### src/sv/double_ended_queue_core_macros.svh
// Assertion macros used by the deque datapath.
`ifndef DOUBLE_ENDED_QUEUE_CORE_MACROS_SVH
`define DOUBLE_ENDED_QUEUE_CORE_MACROS_SVH

// Property that must hold at every clock edge outside reset.
`define DEQ_ASSERT(lbl, prop, msg) \
   lbl: assert property (@(posedge clock) disable iff (reset) (prop)) else $error(msg);

// Property whose consequent is checked in the cycle after the antecedent.
`define DEQ_ASSERT_NEXT(lbl, ante, cons, msg) \
   lbl: assert property (@(posedge clock) disable iff (reset) (ante) |=> (cons)) else $error(msg);

`endif

### src/sv/deq_pkg.sv
// Types and constants shared by the deque modules.
package deq_pkg;

   localparam int OP_W     = 3;
   localparam int DATA_W   = 32;
   localparam int STATUS_W = 2;

   typedef enum logic [OP_W-1:0] {
      OP_PUSH_FRONT = 3'd0,
      OP_PUSH_REAR  = 3'd1,
      OP_POP_FRONT  = 3'd2,
      OP_POP_REAR   = 3'd3,
      OP_LIST       = 3'd4
   } op_type;

   typedef enum logic [STATUS_W-1:0] {
      ST_OK    = 2'd0,
      ST_EMPTY = 2'd1,
      ST_FULL  = 2'd2
   } status_type;

   typedef enum logic {
      S_IDLE,
      S_BUSY
   } ctrl_state_type;

   typedef struct packed {
      logic ready;
      logic start;
      logic issue;
      logic consume;
   } ctrl_cmd_type;

   typedef struct packed {
      logic req_valid;
      logic needs_read;
      logic pend_valid;
      logic out_free;
      logic rem_zero;
   } dp_status_type;

endpackage

### src/sv/deq_if.sv
// Request and response channel interfaces of the deque.
interface deq_req_if;
   import deq_pkg::*;
   logic                     valid;
   logic                     ready;
   logic [OP_W-1:0]          op;
   logic signed [DATA_W-1:0] value;
   modport source (output valid, output op, output value, input ready);
   modport sink (input valid, input op, input value, output ready);
endinterface

interface deq_rsp_if;
   import deq_pkg::*;
   logic                     valid;
   logic                     ready;
   logic [STATUS_W-1:0]      status;
   logic signed [DATA_W-1:0] item;
   logic                     last;
   modport source (output valid, output status, output item, output last, input ready);
   modport sink (input valid, input status, input item, input last, output ready);
endinterface

### src/sv/deq_ctrl.sv
// Controller state machine of the deque: request intake and read sequencing.
module deq_ctrl (
   input  logic                   clock,
   input  logic                   reset,
   input  deq_pkg::dp_status_type sts,
   output deq_pkg::ctrl_cmd_type  cmd
);
   import deq_pkg::*;

   ctrl_state_type state_ff;
   ctrl_state_type state_in;

   always_ff @(posedge clock) begin
      if (reset) begin
         state_ff <= S_IDLE;
      end else begin
         state_ff <= state_in;
      end
   end

   always_comb begin
      state_in = state_ff;
      case (state_ff)
         S_IDLE: begin
            if (sts.req_valid && sts.out_free && sts.needs_read) begin
               state_in = S_BUSY;
            end
         end
         S_BUSY: begin
            // Leave once the final read result moves into the output register.
            if (sts.pend_valid && sts.out_free && sts.rem_zero) begin
               state_in = S_IDLE;
            end
         end
         default: begin
            state_in = S_IDLE;
         end
      endcase
   end

   always_comb begin
      cmd = '0;
      case (state_ff)
         S_IDLE: begin
            cmd.ready = sts.out_free;
            cmd.start = sts.req_valid && sts.out_free;
         end
         S_BUSY: begin
            cmd.consume = sts.pend_valid && sts.out_free;
            cmd.issue   = !sts.rem_zero && (!sts.pend_valid || cmd.consume);
         end
         default: begin
            cmd = '0;
         end
      endcase
   end

endmodule

### src/sv/deq_dp.sv
// Datapath of the deque: ring buffer storage, pointers and output register.
`include "double_ended_queue_core_macros.svh"
module deq_dp #(
   parameter int DEPTH = 32
) (
   input  logic                   clock,
   input  logic                   reset,
   input  deq_pkg::ctrl_cmd_type  cmd,
   output deq_pkg::dp_status_type sts,
   deq_req_if.sink                req,
   deq_rsp_if.source              rsp
);
   import deq_pkg::*;

   localparam int IW = $clog2(DEPTH);
   localparam int CW = $clog2(DEPTH + 1);
   localparam logic [CW-1:0] DEPTH_C  = CW'(DEPTH);
   localparam logic [IW-1:0] LAST_IDX = IW'(DEPTH - 1);

   function automatic logic [IW-1:0] wrap_add(input logic [IW-1:0] base,
                                              input logic [IW-1:0] offs);
      logic [IW:0] sum;
      sum = {1'b0, base} + {1'b0, offs};
      if (sum >= (IW + 1)'(DEPTH)) begin
         sum = sum - (IW + 1)'(DEPTH);
      end
      return sum[IW-1:0];
   endfunction

   logic [DATA_W-1:0]   slots_ff [DEPTH];
   logic [DATA_W-1:0]   rdata_ff;
   logic [IW-1:0]       front_ff, front_in;
   logic [CW-1:0]       count_ff, count_in;
   logic [CW-1:0]       rem_ff, rem_in;
   logic [IW-1:0]       offs_ff, offs_in;
   logic                pend_ff, pend_in;
   logic                pend_last_ff, pend_last_in;
   logic                out_valid_ff, out_valid_in;
   logic [STATUS_W-1:0] out_status_ff;
   logic [DATA_W-1:0]   out_item_ff;
   logic                out_last_ff;

   op_type              req_op;
   logic                empty, full;
   logic [CW-1:0]       cnt_m1;
   logic                wr_en, rd_en;
   logic [IW-1:0]       wr_addr, rd_addr;
   logic                load;
   status_type          ld_status;
   logic [DATA_W-1:0]   ld_item;
   logic                ld_last;

   assign req_op = op_type'(req.op);
   assign empty  = (count_ff == '0);
   assign full   = (count_ff == DEPTH_C);
   assign cnt_m1 = count_ff - CW'(1);

   assign req.ready = cmd.ready;

   always_comb begin
      sts.req_valid  = req.valid;
      sts.needs_read = (req_op inside {OP_POP_FRONT, OP_POP_REAR, OP_LIST}) && !empty;
      sts.pend_valid = pend_ff;
      sts.out_free   = !out_valid_ff || rsp.ready;
      sts.rem_zero   = (rem_ff == '0);
   end

   always_comb begin
      front_in     = front_ff;
      count_in     = count_ff;
      rem_in       = rem_ff;
      offs_in      = offs_ff;
      pend_last_in = pend_last_ff;
      wr_en        = 1'b0;
      wr_addr      = front_ff;
      rd_en        = 1'b0;
      rd_addr      = front_ff;
      load         = 1'b0;
      ld_status    = ST_OK;
      ld_item      = '0;
      ld_last      = 1'b1;
      if (cmd.start) begin
         case (req_op)
            OP_PUSH_FRONT, OP_PUSH_REAR: begin
               load = 1'b1;
               if (full) begin
                  ld_status = ST_FULL;
               end else begin
                  wr_en    = 1'b1;
                  count_in = count_ff + CW'(1);
                  if (req_op == OP_PUSH_FRONT) begin
                     front_in = (front_ff == '0) ? LAST_IDX : front_ff - IW'(1);
                     wr_addr  = front_in;
                  end else begin
                     wr_addr = wrap_add(front_ff, count_ff[IW-1:0]);
                  end
               end
            end
            OP_POP_FRONT, OP_POP_REAR: begin
               if (empty) begin
                  load      = 1'b1;
                  ld_status = ST_EMPTY;
               end else begin
                  rd_en        = 1'b1;
                  count_in     = cnt_m1;
                  rem_in       = '0;
                  pend_last_in = 1'b1;
                  if (req_op == OP_POP_FRONT) begin
                     rd_addr  = front_ff;
                     front_in = (front_ff == LAST_IDX) ? '0 : front_ff + IW'(1);
                  end else begin
                     rd_addr = wrap_add(front_ff, cnt_m1[IW-1:0]);
                  end
               end
            end
            OP_LIST: begin
               if (empty) begin
                  load      = 1'b1;
                  ld_status = ST_EMPTY;
               end else begin
                  rd_en        = 1'b1;
                  rd_addr      = front_ff;
                  rem_in       = cnt_m1;
                  offs_in      = IW'(1);
                  pend_last_in = (cnt_m1 == '0);
               end
            end
            default: begin
               // Undefined operations are consumed without any result.
            end
         endcase
      end else begin
         if (cmd.consume) begin
            load    = 1'b1;
            ld_item = rdata_ff;
            ld_last = pend_last_ff;
         end
         if (cmd.issue) begin
            rd_en        = 1'b1;
            rd_addr      = wrap_add(front_ff, offs_ff);
            offs_in      = offs_ff + IW'(1);
            rem_in       = rem_ff - CW'(1);
            pend_last_in = (rem_ff == CW'(1));
         end
      end
   end

   // A read result stays pending until the output register takes it.
   assign pend_in      = rd_en || (pend_ff && !cmd.consume);
   assign out_valid_in = load || (out_valid_ff && !rsp.ready);

   always_ff @(posedge clock) begin
      if (reset) begin
         front_ff     <= '0;
         count_ff     <= '0;
         pend_ff      <= 1'b0;
         out_valid_ff <= 1'b0;
      end else begin
         front_ff     <= front_in;
         count_ff     <= count_in;
         pend_ff      <= pend_in;
         out_valid_ff <= out_valid_in;
      end
   end

   always_ff @(posedge clock) begin
      rem_ff       <= rem_in;
      offs_ff      <= offs_in;
      pend_last_ff <= pend_last_in;
      if (load) begin
         out_status_ff <= ld_status;
         out_item_ff   <= ld_item;
         out_last_ff   <= ld_last;
      end
   end

   always_ff @(posedge clock) begin
      if (wr_en) begin
         slots_ff[wr_addr] <= req.value;
      end
      if (rd_en) begin
         rdata_ff <= slots_ff[rd_addr];
      end
   end

   assign rsp.valid  = out_valid_ff;
   assign rsp.status = out_status_ff;
   assign rsp.item   = out_item_ff;
   assign rsp.last   = out_last_ff;

   `DEQ_ASSERT(a_count_bound, count_ff <= DEPTH_C, "stored count exceeds depth")
   `DEQ_ASSERT(a_load_free, load |-> (!out_valid_ff || rsp.ready), "output register overwritten")
   `DEQ_ASSERT(a_pend_no_intake, pend_ff |-> !cmd.ready, "intake open while a read is pending")
   `DEQ_ASSERT_NEXT(a_pop_count, cmd.start && !empty && (req_op == OP_POP_FRONT || req_op == OP_POP_REAR), count_ff == $past(count_ff) - CW'(1), "pop did not shrink the count")

endmodule

### src/sv/double_ended_queue_core.sv
// Push results and empty pop or list results reach the output register in the next cycle.
// A pop result passes the read data register, then the output register once it is free;
// intake reopens when the result is registered. A list of N entries gives N results, the
// first by the same path, then one per cycle while the response side takes them; intake
// stays closed until the last is loaded. Pushes go one per cycle while the output is free.
// Synchronous reset empties the queue and the controller; slot contents are not cleared.
module double_ended_queue_core #(
   parameter int DEPTH = 32
) (
   input  logic      clock,
   input  logic      reset,
   deq_req_if.sink   req_bus,
   deq_rsp_if.source rsp_bus
);
   import deq_pkg::*;

   ctrl_cmd_type  cmd;
   dp_status_type sts;

   deq_ctrl u_ctrl (
      .clock (clock),
      .reset (reset),
      .sts   (sts),
      .cmd   (cmd)
   );

   deq_dp #(
      .DEPTH (DEPTH)
   ) u_dp (
      .clock (clock),
      .reset (reset),
      .cmd   (cmd),
      .sts   (sts),
      .req   (req_bus),
      .rsp   (rsp_bus)
   );

endmodule

### src/flat_wrapper.sv
// flat-port wrapper written by rule: the top's interface ports become plain ports
module double_ended_queue_core_flat import deq_pkg::*;
#(
   parameter int DEPTH = 32
)
  (clock, reset, req_bus_valid, req_bus_op, req_bus_value, req_bus_ready, rsp_bus_valid, rsp_bus_status, rsp_bus_item, rsp_bus_last, rsp_bus_ready);
  deq_req_if req_bus_i ();
  deq_rsp_if rsp_bus_i ();
  input  logic clock;
  input  logic reset;
  input wire logic [$bits(req_bus_i.valid)-1:0] req_bus_valid;
  input wire logic [$bits(req_bus_i.op)-1:0] req_bus_op;
  input wire logic [$bits(req_bus_i.value)-1:0] req_bus_value;
  output wire logic [$bits(req_bus_i.ready)-1:0] req_bus_ready;
  output wire logic [$bits(rsp_bus_i.valid)-1:0] rsp_bus_valid;
  output wire logic [$bits(rsp_bus_i.status)-1:0] rsp_bus_status;
  output wire logic [$bits(rsp_bus_i.item)-1:0] rsp_bus_item;
  output wire logic [$bits(rsp_bus_i.last)-1:0] rsp_bus_last;
  input wire logic [$bits(rsp_bus_i.ready)-1:0] rsp_bus_ready;
  assign req_bus_i.valid = req_bus_valid;
  assign req_bus_i.op = req_bus_op;
  assign req_bus_i.value = req_bus_value;
  assign req_bus_ready = req_bus_i.ready;
  assign rsp_bus_valid = rsp_bus_i.valid;
  assign rsp_bus_status = rsp_bus_i.status;
  assign rsp_bus_item = rsp_bus_i.item;
  assign rsp_bus_last = rsp_bus_i.last;
  assign rsp_bus_i.ready = rsp_bus_ready;
  double_ended_queue_core #(.DEPTH(DEPTH)) u_core (.clock(clock), .reset(reset), .req_bus(req_bus_i), .rsp_bus(rsp_bus_i));
endmodule
### config.mk
export PLATFORM = sky130hd
export DESIGN_NAME = double_ended_queue_core_flat
export DESIGN_NICKNAME = d
export VERILOG_FILES = /design/src/sv/deq_pkg.sv /design/src/sv/deq_if.sv /design/src/sv/deq_ctrl.sv /design/src/sv/deq_dp.sv /design/src/sv/double_ended_queue_core.sv /design/src/flat_wrapper.sv
export VERILOG_INCLUDE_DIRS = /design/src /design/src/sv
export SDC_FILE = /design/constraint.sdc
export NUM_CORES = 1
export LEC_CHECK = 0
export ABC_CLOCK_PERIOD_IN_PS = 6300
export BUFFER_PORTS_ARGS = -buffer_cell sky130_fd_sc_hd__buf_4
export CORE_UTILIZATION = 25
export CTS_BUF_LIST = sky130_fd_sc_hd__clkbuf_2 sky130_fd_sc_hd__clkbuf_4 sky130_fd_sc_hd__clkbuf_8
export CTS_CLUSTER_DIAMETER = 100
export DETAILED_ROUTE_END_ITERATION = 6
export GPL_TIMING_DRIVEN = 0
export MAX_ROUTING_LAYER = met4
export SYNTH_ARGS = -nofsm -noshare
export SYNTH_HDL_FRONTEND = slang
export SYNTH_HIERARCHICAL = 1
export SYNTH_SLANG_ARGS = --single-unit
### constraint.sdc
create_clock -name clock -period 6.3 [get_ports clock]
set_clock_uncertainty 0.15 [all_clocks]
set_input_delay 0.63 -clock clock [delete_from_list [all_inputs] [get_ports clock]]
set_output_delay 0.63 -clock clock [all_outputs]
set_load 0.03 [all_outputs]
# Word level (Yosys, flattened, before mapping)
# Memories as Yosys holds them, arrays and structs flattened. A register that Yosys moved wholly into a read port is not among the register bits.
# Index checks and enable logic that the tools add are counted.
dict set report classes {
  n_addsub 12
  magnitude_cmp 3
  n_eq_ne 16
  n_mux 56
  bitwise 2
  n_reduce_logical 34
}
# op n
set op_table {}
lappend op_table {{$mux W5} 22}
lappend op_table {{$mux W6} 5}
lappend op_table {{$pmux W6 S2} 2}
lappend op_table {{$sub A5 B1 Y5 const B} 4}
lappend op_table {{$mux W1} 19}
lappend op_table {{$add A5 B5 Y6} 3}
lappend op_table {{$ge A6 B6 Y1 const B} 3}
lappend op_table {{$logic_not A6 Y1} 3}
lappend op_table {{$ne A2 B2 Y1 const B} 6}
lappend op_table {{$sub A6 B1 Y6 const B} 2}
lappend op_table {{$add A5 B1 Y5 const B} 2}
lappend op_table {{$pmux W5 S2} 1}
lappend op_table {{$ne A3 B3 Y1 const B} 3}
lappend op_table {{$logic_and A1 B1 Y1} 8}
lappend op_table {{$reduce_and A4 Y1} 2}
lappend op_table {{$add A6 B1 Y6 const B} 1}
lappend op_table {{$eq A3 B2 Y1 const B} 2}
lappend op_table {{$eq A6 B1 Y1 const B} 1}
lappend op_table {{$eq A6 B6 Y1 const B} 1}
lappend op_table {{$logic_not A1 Y1} 6}
lappend op_table {{$mux W2} 3}
lappend op_table {{$pmux W1 S2} 3}
lappend op_table {{$reduce_and A6 Y1} 1}
lappend op_table {{$reduce_or A2 Y1} 3}
lappend op_table {{other kinds (12)} 17}
dict set report word_totals {
  reg_bits 61
  mem_bits_rw 1024
  input_bits 39
  out_inout_bits 37
  word_cells 135
  memories 1
}
# memory words width rd rd_ports_with_merged_regs write_ports line
set memory_table {}
lappend memory_table {u_core.u_dp.slots_ff 32 32 1 1 1 deq_dp.sv:30} ;# logic [DATA_W-1:0] slots_ff [DEPTH];

# Longest topological paths before layout
# Gate-level depths: netlist (run 1).
dict set report depth {
  word_depth 9
  depth_mapped 15
  depth_no_buf 13
}

# By module
# The synthesis (run 1) kept the hierarchy.
# module n_inst cells_per_inst area_each_um2 seq_area_each_um2
set by_module_without_submodules {}
lappend by_module_without_submodules {deq_dp 1 3189 44789.2 33382.0}
lappend by_module_without_submodules {deq_ctrl 1 9 96.3 20.0}

# Least setup slack after synthesis (run 1)
# OpenSTA, ideal clock, no wires.
dict set report synth_path {
  path_type {input-to-reg}
  start {input rsp_bus_ready}
  end {memory u_core.u_dp.slots_ff[23][0] (enable)}
  setup_time_ps 461
  arrival_ps 4830
  t_required_ps 5689
  slack_ps 859
  stages 10
  path_buffers 1
  cell_sequence {nand2b_1 and2b_2 and2_1 nand2b_1 or2_2 a21oi_1 o211ai_1 or3_1 clkbuf_1 nor3_1}
}
# item line
set synth_lines {}
lappend synth_lines {{start: declaration} flat_wrapper.sv:19} ;# input wire logic [$bits(rsp_bus_i.ready)-1:0] rsp_bus_ready;
lappend synth_lines {{end: declaration} deq_dp.sv:30}

# Worst setup path in the final report (run 1)
dict set report layout_path {
  start {register u_core.u_dp.count_ff[0]}
  end {register u_core.u_dp.rdata_ff[1] (read register of u_core.u_dp.slots_ff) (data pin)}
}
dict set report layout_via {
  elab_chain_len 8
  elab_cells_between_ends 13
  cone_classes {add/sub: 3; order compare: 1; mux: 8; reduce/logical: 1}
}
# item line
set layout_rtl {}
lappend layout_rtl {{start: declaration} deq_dp.sv:33} ;# logic [CW-1:0] count_ff, count_in;
lappend layout_rtl {{start signal: assignment} deq_dp.sv:160} ;# count_ff <= count_in;
lappend layout_rtl {{$sub A6 B1 Y6} deq_dp.sv:56} ;# assign cnt_m1 = count_ff - CW'(1);
lappend layout_rtl {{$add A5 B5 Y6} deq_dp.sv:23} ;# sum = {1'b0, base} + {1'b0, offs};
lappend layout_rtl {{$sub A5 B1 Y5 / $ge A6 B6 Y1 (equally long branches)} {deq_dp.sv:25, deq_dp.sv:24}}
lappend layout_rtl {{$mux W5} deq_dp.sv:24} ;# if (sum >= (IW + 1)'(DEPTH)) begin
lappend layout_rtl {{$mux W5} deq_dp.sv:108} ;# if (req_op == OP_POP_FRONT) begin
lappend layout_rtl {{$mux W5} deq_dp.sv:100} ;# if (empty) begin
lappend layout_rtl {{$mux W5} --}
lappend layout_rtl {{$mux W5} deq_dp.sv:82} ;# if (cmd.start) begin
lappend layout_rtl {{end: declaration} deq_dp.sv:31} ;# logic [DATA_W-1:0] rdata_ff;
# Parallel ways exist; a longest one is shown, timed or not.
# A chain may end at the register's enable or synchronous reset.

==> results of run 1 <==
sequential cells by signal (all words and copies together) (netlist names), 2 cells and up:
signal                  count
u_core/u_dp/rdata_ff       32
u_core/u_dp/rem_ff          6
u_core/u_dp/offs_ff         5
u_core/u_dp/rsp.item       32
u_core/u_dp/slots_ff     1024
u_core/u_dp/count_ff        6
u_core/u_dp/rsp.status      2
u_core/u_dp/front_ff        5
how the worst min path moves through the flow:
stage	end	slack, ns	depth (start not counted)
after global placement	u_core/u_dp/pend_ff$_SDFF_PP0_	0.33	2
after detailed placement	u_core/u_dp/pend_ff$_SDFF_PP0_	0.34	2
final	u_core/u_dp/slots_ff[19][21]$_DFFE_PP_	0.06	1
after CTS	u_core/u_dp/slots_ff[19][24]$_DFFE_PP_	0.0006	1
after floorplan	u_core/u_dp/pend_ff$_SDFF_PP0_	0.31	2
after global routing	u_core/u_dp/slots_ff[30][24]$_DFFE_PP_	0.03	1
synthesized netlist by cell type, types with 2 or more instances:
master,count,share of area (%)
a211o_1,4,0.078
a211oi_1,6,0.10
a21o_1,5,0.084
a21oi_1,25,0.28
a22oi_1,3,0.050
a311oi_1,2,0.039
a31oi_1,64,0.89
a32oi_1,65,1.3
a41oi_1,2,0.039
and2_1,3,0.042
and3_1,34,0.47
buf_1,9,0.075
buf_2,84,0.94
buf_4,26,0.43
buf_6,3,0.075
clkbuf_1,89,0.74
dfxtp_1,14,0.62
edfxtp_1,1103,74
fa_1,3,0.13
ha_1,22,0.61
inv_1,13,0.11
mux2i_1,163,3.6
nand2_1,735,6.1
nand2b_1,9,0.13
nand3_1,330,3.7
nand4_1,66,0.92
nor2_1,72,0.60
nor2b_1,5,0.070
nor3_1,38,0.42
o2111ai_1,32,0.62
o211ai_1,2,0.033
o21ai_0,7,0.078
o22ai_1,72,1.0
o2bb2ai_1,32,0.62
or2_2,3,0.042
or3_1,5,0.070
xnor2_1,20,0.39
xor2_1,7,0.14
metal layers:
layer,wire length [um],share of wire [%]
met5,0,0
met4,5310,4.0
met3,12370,9.2
met2,59870,45
met1,56640,42
placed cells by master, fill, tap and decap left out, types with 7 or more instances in the layout:
| cell | instances |
|---|---|
| nor2_1 | 71 |
| buf_4 | 107 |
| o22ai_1 | 72 |
| a32oi_1 | 65 |
| nand2_1 | 735 |
| xnor2_1 | 20 |
| nand4_1 | 66 |
| xor2_1 | 7 |
| ha_1 | 22 |
| and3_1 | 34 |
| o2111ai_1 | 32 |
| nor3_2 | 32 |
| a21oi_1 | 25 |
| buf_6 | 88 |
| buf_1 | 9 |
| dlygate4sd3_1 | 30 |
| nand3_1 | 330 |
| clkbuf_1 | 89 |
| buf_2 | 84 |
| clkinv_1 | 56 |
| dfxtp_1 | 14 |
| edfxtp_1 | 1103 |
| o2bb2ai_1 | 32 |
| a31oi_1 | 64 |
| clkbuf_4 | 47 |
| clkinv_2 | 12 |
| clkbuf_8 | 173 |
| inv_1 | 12 |
| mux2i_1 | 163 |
| nand2b_1 | 9 |
power by group through the flow:
| stage | Clock (mW) | Sequential, mW | Combinational, mW |
|---|---|---|---|
| after global routing | 6.19 | 8.29 | 2.01 |
| after floorplan | 0 | 8.48 | 0.983 |
| after global placement | 0 | 8.45 | 1.81 |
| after CTS | 5.86 | 8.29 | 1.88 |
| final | 5.77 | 8.29 | 1.91 |
| after detailed placement | 0 | 8.44 | 1.85 |
worst max-delay path, cell delays in order, from the launching register on:
cell and delay, ns:
dfxtp_1 0.46, inv_1 0.16, ha_1 0.29, xnor2_1 0.30
inv_1 0.09, ha_1 0.32, a21oi_1 0.18, xor2_1 0.18
o22ai_1 0.18, nor2_2 0.79, clkbuf_1 0.96, buf_2 0.43
nand4_1 0.20, a32oi_1 0.45
timing repair:
item	in CTS	in global routing
endpoints found under the setup margin	0	0
endpoints found under the hold margin	671	0
hold buffers	30	0
cell families (layout without fill, tap and decap cells):
logic type                 Yosys count  count (layout)  synth area share [%]
buffers and inverters              225             728                 2.383
adders and majority gates           25              25                0.7471
and+or+nand+nor                   1309            1309                 12.81
xor gates and xnor gates            27              27                0.5269
AOI/OAI and AO/OA                  331             331                 5.461
other                                0               4                     0
muxes                              164             164                 3.660
DFF                               1117            1117                 74.42
cell type report:
type,instances,area share [%]
diodes,4,0.01882
plain buffers,211,1.913
clock buffers,220,5.142
clock inverters,81,0.8448
inverters,14,0.09883
multi-input cells,1856,19.91
flip-flops and latches,1117,62.82
well taps,2355,5.542
repair buffers,202,3.711
==> results.ini, run 1 <==
[synth]
synth_edf_count=1103
synthArstFlopShare_pct=0
synth-seq-cells=1117
yosysWarnings=6
synth_fp_nets=3262
avgSynthCellArea_um2=14.04
synth-seq-area-share_pct=74.42
synthCells=3198
synth-main-ff-cell=edfxtp_1
synthDistinctLibCells=59
syn_area_um2=44890

[sta]
finalHoldWorstSlack_ns=0.05771
drv_slew=0
maxSlewHeadroom_pct=14.44
rsz0062_at_grt=false
fin_tns_setup_ns=0
finalHoldViolCount=0
fin_crit_sh_pct=85.65
fmax_mhz=185.3
worst_pin_slew_ns=1.283
setup_viol_count_final=0
post-route-min-period_ns=5.396
setup_ws_ns=0.9042

[job]
cap_violations=0

[die]
die-area_um2=181200
ios=76
dieHeight_um=425.7
start_util_pct=25.16
die_x_um=425.7
coreArea_um2=178400
row_count=155

[global_route]
grt_pass1_wl_um=192900
top_usage_layer=met2
gr-total-overflow=0
antenna_found_initial=7
met3_usage_pct=3.248
met2_usage_pct=22.21
grt.total_usage_pct=14.96
grt_pass1_vias=28232
use_met1_pct=19.71
grt_max_degree=33

[placed_design]
dp.cells=5725
dp_hpwl_um=93660
dp_slack_ns=0.8162
io_buffers=73
gp_congestion=0.8692
place_area_um2=49680

[cts]
clk_pin_slew_worst_paths_ns=0.06
cts_tree=built
clockRootBuffer=clkbuf_8
worstSkewPairLatency_ns=0.91
cts_made_buffers=171
cts_max_level=4
cts_buffer_depth=3
cts.repair.resized=0
cts_setup_buffers=0
clock-sinks=1117

[pwr]
clkPwrFrac_pct=36.1
ir_worst_vdd_uv=220.8
combPwrFrac_pct=11.9
power.share.switching_pct=26.85
p_sw_mw=4.285
p_seq_share_pct=51.9
power.density_nw_per_um2=300.2
leakage_nw=18.10
internal_power_mw=11.67
totalPowerFinal_mw=15.96

[setup_path]
cp-end-kind=flip-flop
crit_end=u_core/u_dp/rdata_ff[1]$_DFFE_PP_
reg2reg_from=u_core/u_dp/count_ff[0]$_SDFFE_PP0P_
worstSetupPathType=reg2reg
setup.worst_path.start=u_core/u_dp/count_ff[0]$_SDFFE_PP0P_
rr_worst_depth=13
crit_fanout=10
worstSetupStartpointType=flip-flop
cp.arrival_ns=5.89
r2r_end=u_core/u_dp/rdata_ff[1]$_DFFE_PP_
crit_required_ns=6.79
rrSetupSlack_ns=0.90

[min_path]
hp-start=req_bus_value[21]
hold_class=in2reg

[drt]
drc=0
via_count=29206
drt_wl_total_um=134200
via_per_inst=4.819
firstDrtPassIters=5
dr.first_iter.drc_count=3367
drtAntennaViolNets=0
post_drt_wl_per_cell_um=22.14

[layout]
multi_input_area_um2=10590
nets=3637
design_area_um2=53170
seq_area_um2=33400
final_cells=6060
syn_to_final_growth_pct=18.46
utilization_pct=29.80
layout-drive-gt1-share_pct=15.62
nFillCells=17840

[outcome]
status=finished clean

Power figures use the tool's default switching activity.
==> run 2: changes to the inputs <==
--- a/config.mk
+++ b/config.mk
@@ -6,6 +6,7 @@
 export SDC_FILE = /design/constraint.sdc
 export NUM_CORES = 1
 export LEC_CHECK = 0
+export ABC_AREA = 0
 export ABC_CLOCK_PERIOD_IN_PS = 6300
 export BUFFER_PORTS_ARGS = -buffer_cell sky130_fd_sc_hd__buf_4
 export CORE_UTILIZATION = 25
@@ -14,6 +15,7 @@
 export DETAILED_ROUTE_END_ITERATION = 6
 export GPL_TIMING_DRIVEN = 0
 export MAX_ROUTING_LAYER = met4
+export REMOVE_ABC_BUFFERS = 1
 export SYNTH_ARGS = -nofsm -noshare
 export SYNTH_HDL_FRONTEND = slang
 export SYNTH_HIERARCHICAL = 1
==> run 2 against run 1 <==
Net effect:
- non-clock buffer count fell by 86
- worst hold slack improved by 0.016 ns
- routed wire length decreased by 5.4%
- sequential power about the same
- via count decreased by 1.3%
- worst setup slack lost 0.21 ns
- first-iteration DRC count up 0.65%
- global-route usage shrank 0.96 points
- critical path depth rose by 2
- critical path type is now in2reg
==> results.ini, run 2 (synthesis gave the netlist of run 1 again) <==
[outcome]
status=finished clean

[layout]
syn_to_final_growth_pct=21.43
seq_area_um2=33400  ; unchanged
regMostFlops=u_core/u_dp/slots_ff
nets=3556  ; -2.2%
layout-drive-gt1-share_pct=17.33  ; +1.7 points
layout_commonest_cell=edfxtp_1
nFillCells=17622  ; -1.2%
final_cell_mix=edfxtp_1 (1103), nand2_1 (730), nand3_1 (330)
largest_register_ffs=1024  ; unchanged
multi_input_area_um2=10700  ; +1.1%
design_area_um2=54510  ; +2.5%

[drt]
firstDrtPassIters=5  ; unchanged
post_drt_wl_per_cell_um=21.17  ; -4.4%
drt_wl_total_um=126900  ; -5.4%
dr.first_iter.drc_count=3389  ; +0.65%
drtAntennaViolNets=0  ; unchanged
via_per_inst=4.805  ; -0.29%
via_count=28813  ; -1.3%
drc=0  ; unchanged

[min_path]
hold_class=in2reg
hp-start=req_bus_value[15]

[sta]
post-route-min-period_ns=5.609  ; +0.2135 ns
setup_viol_count_final=0  ; unchanged
fin_tns_setup_ns=0  ; unchanged
rsz0062_at_grt=false
finalHoldViolCount=0  ; unchanged
maxSlewHeadroom_pct=19.18  ; +4.7 points
fmax_mhz=178.3  ; -3.8%
fin_crit_sh_pct=89.04  ; +3.4 points
drv_slew=0  ; unchanged
worst_pin_slew_ns=1.206  ; -0.07706 ns

[placed_design]
dp_hpwl_um=83840  ; -10%
place_area_um2=50730  ; +2.1%
io_buffers=75  ; +2.7%
gp_congestion=0.7461  ; -14%

[job]
cap_violations=0  ; unchanged

[global_route]
grt_max_degree=77  ; +130%
grt_pass1_wl_um=183700  ; -4.8%
met2_usage_pct=20.42  ; -1.8 points
met3_usage_pct=2.466  ; -0.78 points
top_usage_layer=met2
use_met1_pct=19.89  ; +0.18 points
grt.total_usage_pct=14.00  ; -0.96 points
gr-total-overflow=0  ; unchanged
antenna_found_initial=10  ; +3
grt_pass1_vias=27288  ; -3.3%

[die]
ios=76  ; unchanged
row_count=155  ; unchanged
dieHeight_um=425.7  ; unchanged
die-area_um2=181200  ; unchanged
coreArea_um2=178400  ; unchanged
start_util_pct=25.16  ; unchanged
die_x_um=425.7  ; unchanged

[cts]
cts.repair.resized=0  ; unchanged
cts_tree=built
clockRootBuffer=clkbuf_8
clk_pin_slew_worst_paths_ns=0.06  ; about the same
clock-sinks=1117  ; unchanged
cts_made_buffers=176  ; +2.9%
cts_buffer_depth=3  ; unchanged
cts_max_level=4  ; unchanged
worstSkewPairLatency_ns=0.83  ; -0.08 ns
cts_setup_buffers=0  ; unchanged
cts.hold.buffers_added=32  ; +6.7%

[setup_path]
setup.worst_path.start=rsp_bus_ready
reg2reg_from=u_core/u_dp/rsp.valid$_SDFF_PP0_
worstSetupStartpointType=input port
cp-end-kind=flip-flop
crit_top_cell=buf_16
cp_cell_sequence=dlygate4sd3_1, buf_4, nand2b_1, and2b_2, and2_1, nand4b_1, a211oi_1, a211o_4, buf_16, buf_16, nand2_2, buf_12, o22ai_1, o2bb2ai_1, a32oi_1
crit_required_ns=6.70  ; -0.09 ns
crit_fanout=71  ; +61
cp_slowest_stage_delay_ns=0.70  ; -0.26 ns
cp.arrival_ns=6.01  ; +0.12 ns
critPathSlowestCell=and2_1
worstSetupPathType=in2reg

[pwr]
leakage_nw=18.63  ; +2.9%
ir_worst_vdd_uv=207.4  ; -6.1%
power.density_nw_per_um2=297.0  ; -1.0%

## run 2: changes by cell type in the layout (fill, tap and decap cells not counted), moves of 14 or more
cell / change
buf_8: +30
buf_12: +14
buf_16: +24
buf_6: +37
clkbuf_1: -89
buf_2: -84
## run 2: cell type report
type,count,area share [%]
Inverter,14,0.09641
Timing Repair Buffer,327,7.242
Clock inverter,91,1.102
Multi-Input combinational cell,1856,19.64
Antenna cell,5,0.02296
Sequential cell,1117,61.28
Tap cell,2355,5.406
Clock buffer,231,5.213
## run 2: power breakdown
part	switching, mW	internal (mW)
Clock	2.93	3.15
Combinational	1.20	0.619
Sequential	0.0344	8.26
## run 2: metal layers
metal	wire length, um	part of all wire [%]	up-vias
met5	0	0	-
met4	2730	2.2	0
met3	10570	8.3	225
met2	56410	44	1291
met1	57210	45	14553
li1	-	-	12744
## run 2: worst paths after layout
path	end	slack [ns]	cells after the start
hold / removal	u_core/u_dp/slots_ff[0][15]$_DFFE_PP_	0.07	1
hold reg to reg	u_core/u_dp/rsp.last$_SDFFCE_PP1P_	0.35	1
setup reg to reg	u_core/u_dp/rdata_ff[20]$_DFFE_PP_	0.84	13
setup / recovery	u_core/u_dp/rdata_ff[20]$_DFFE_PP_	0.69	15
## run 2: critical path, delay by kind of cell
family	cells	cell delay, ns
compound gates	5	1.89
buf+inv	5	1.61
simple gates	5	1.75
## run 2: per-stage QoR
stage          instances  utilization [%]  setup slack (ns)  hold slack [ns]  total power [mW]
3_3_place_gp        5417            26.55            -51.26           0.3345             10.72
4_1_cts             5991            30.54            0.7640         0.008006             16.33
3_5_place_dp        5637            28.43            0.3754           0.3407             10.25
2_1_floorplan       2987                -            -23.41           0.3249             9.747
5_1_grt             5996            30.55            0.4122          0.04401             16.77
6_report            5996            30.55            0.6907          0.07381             16.19
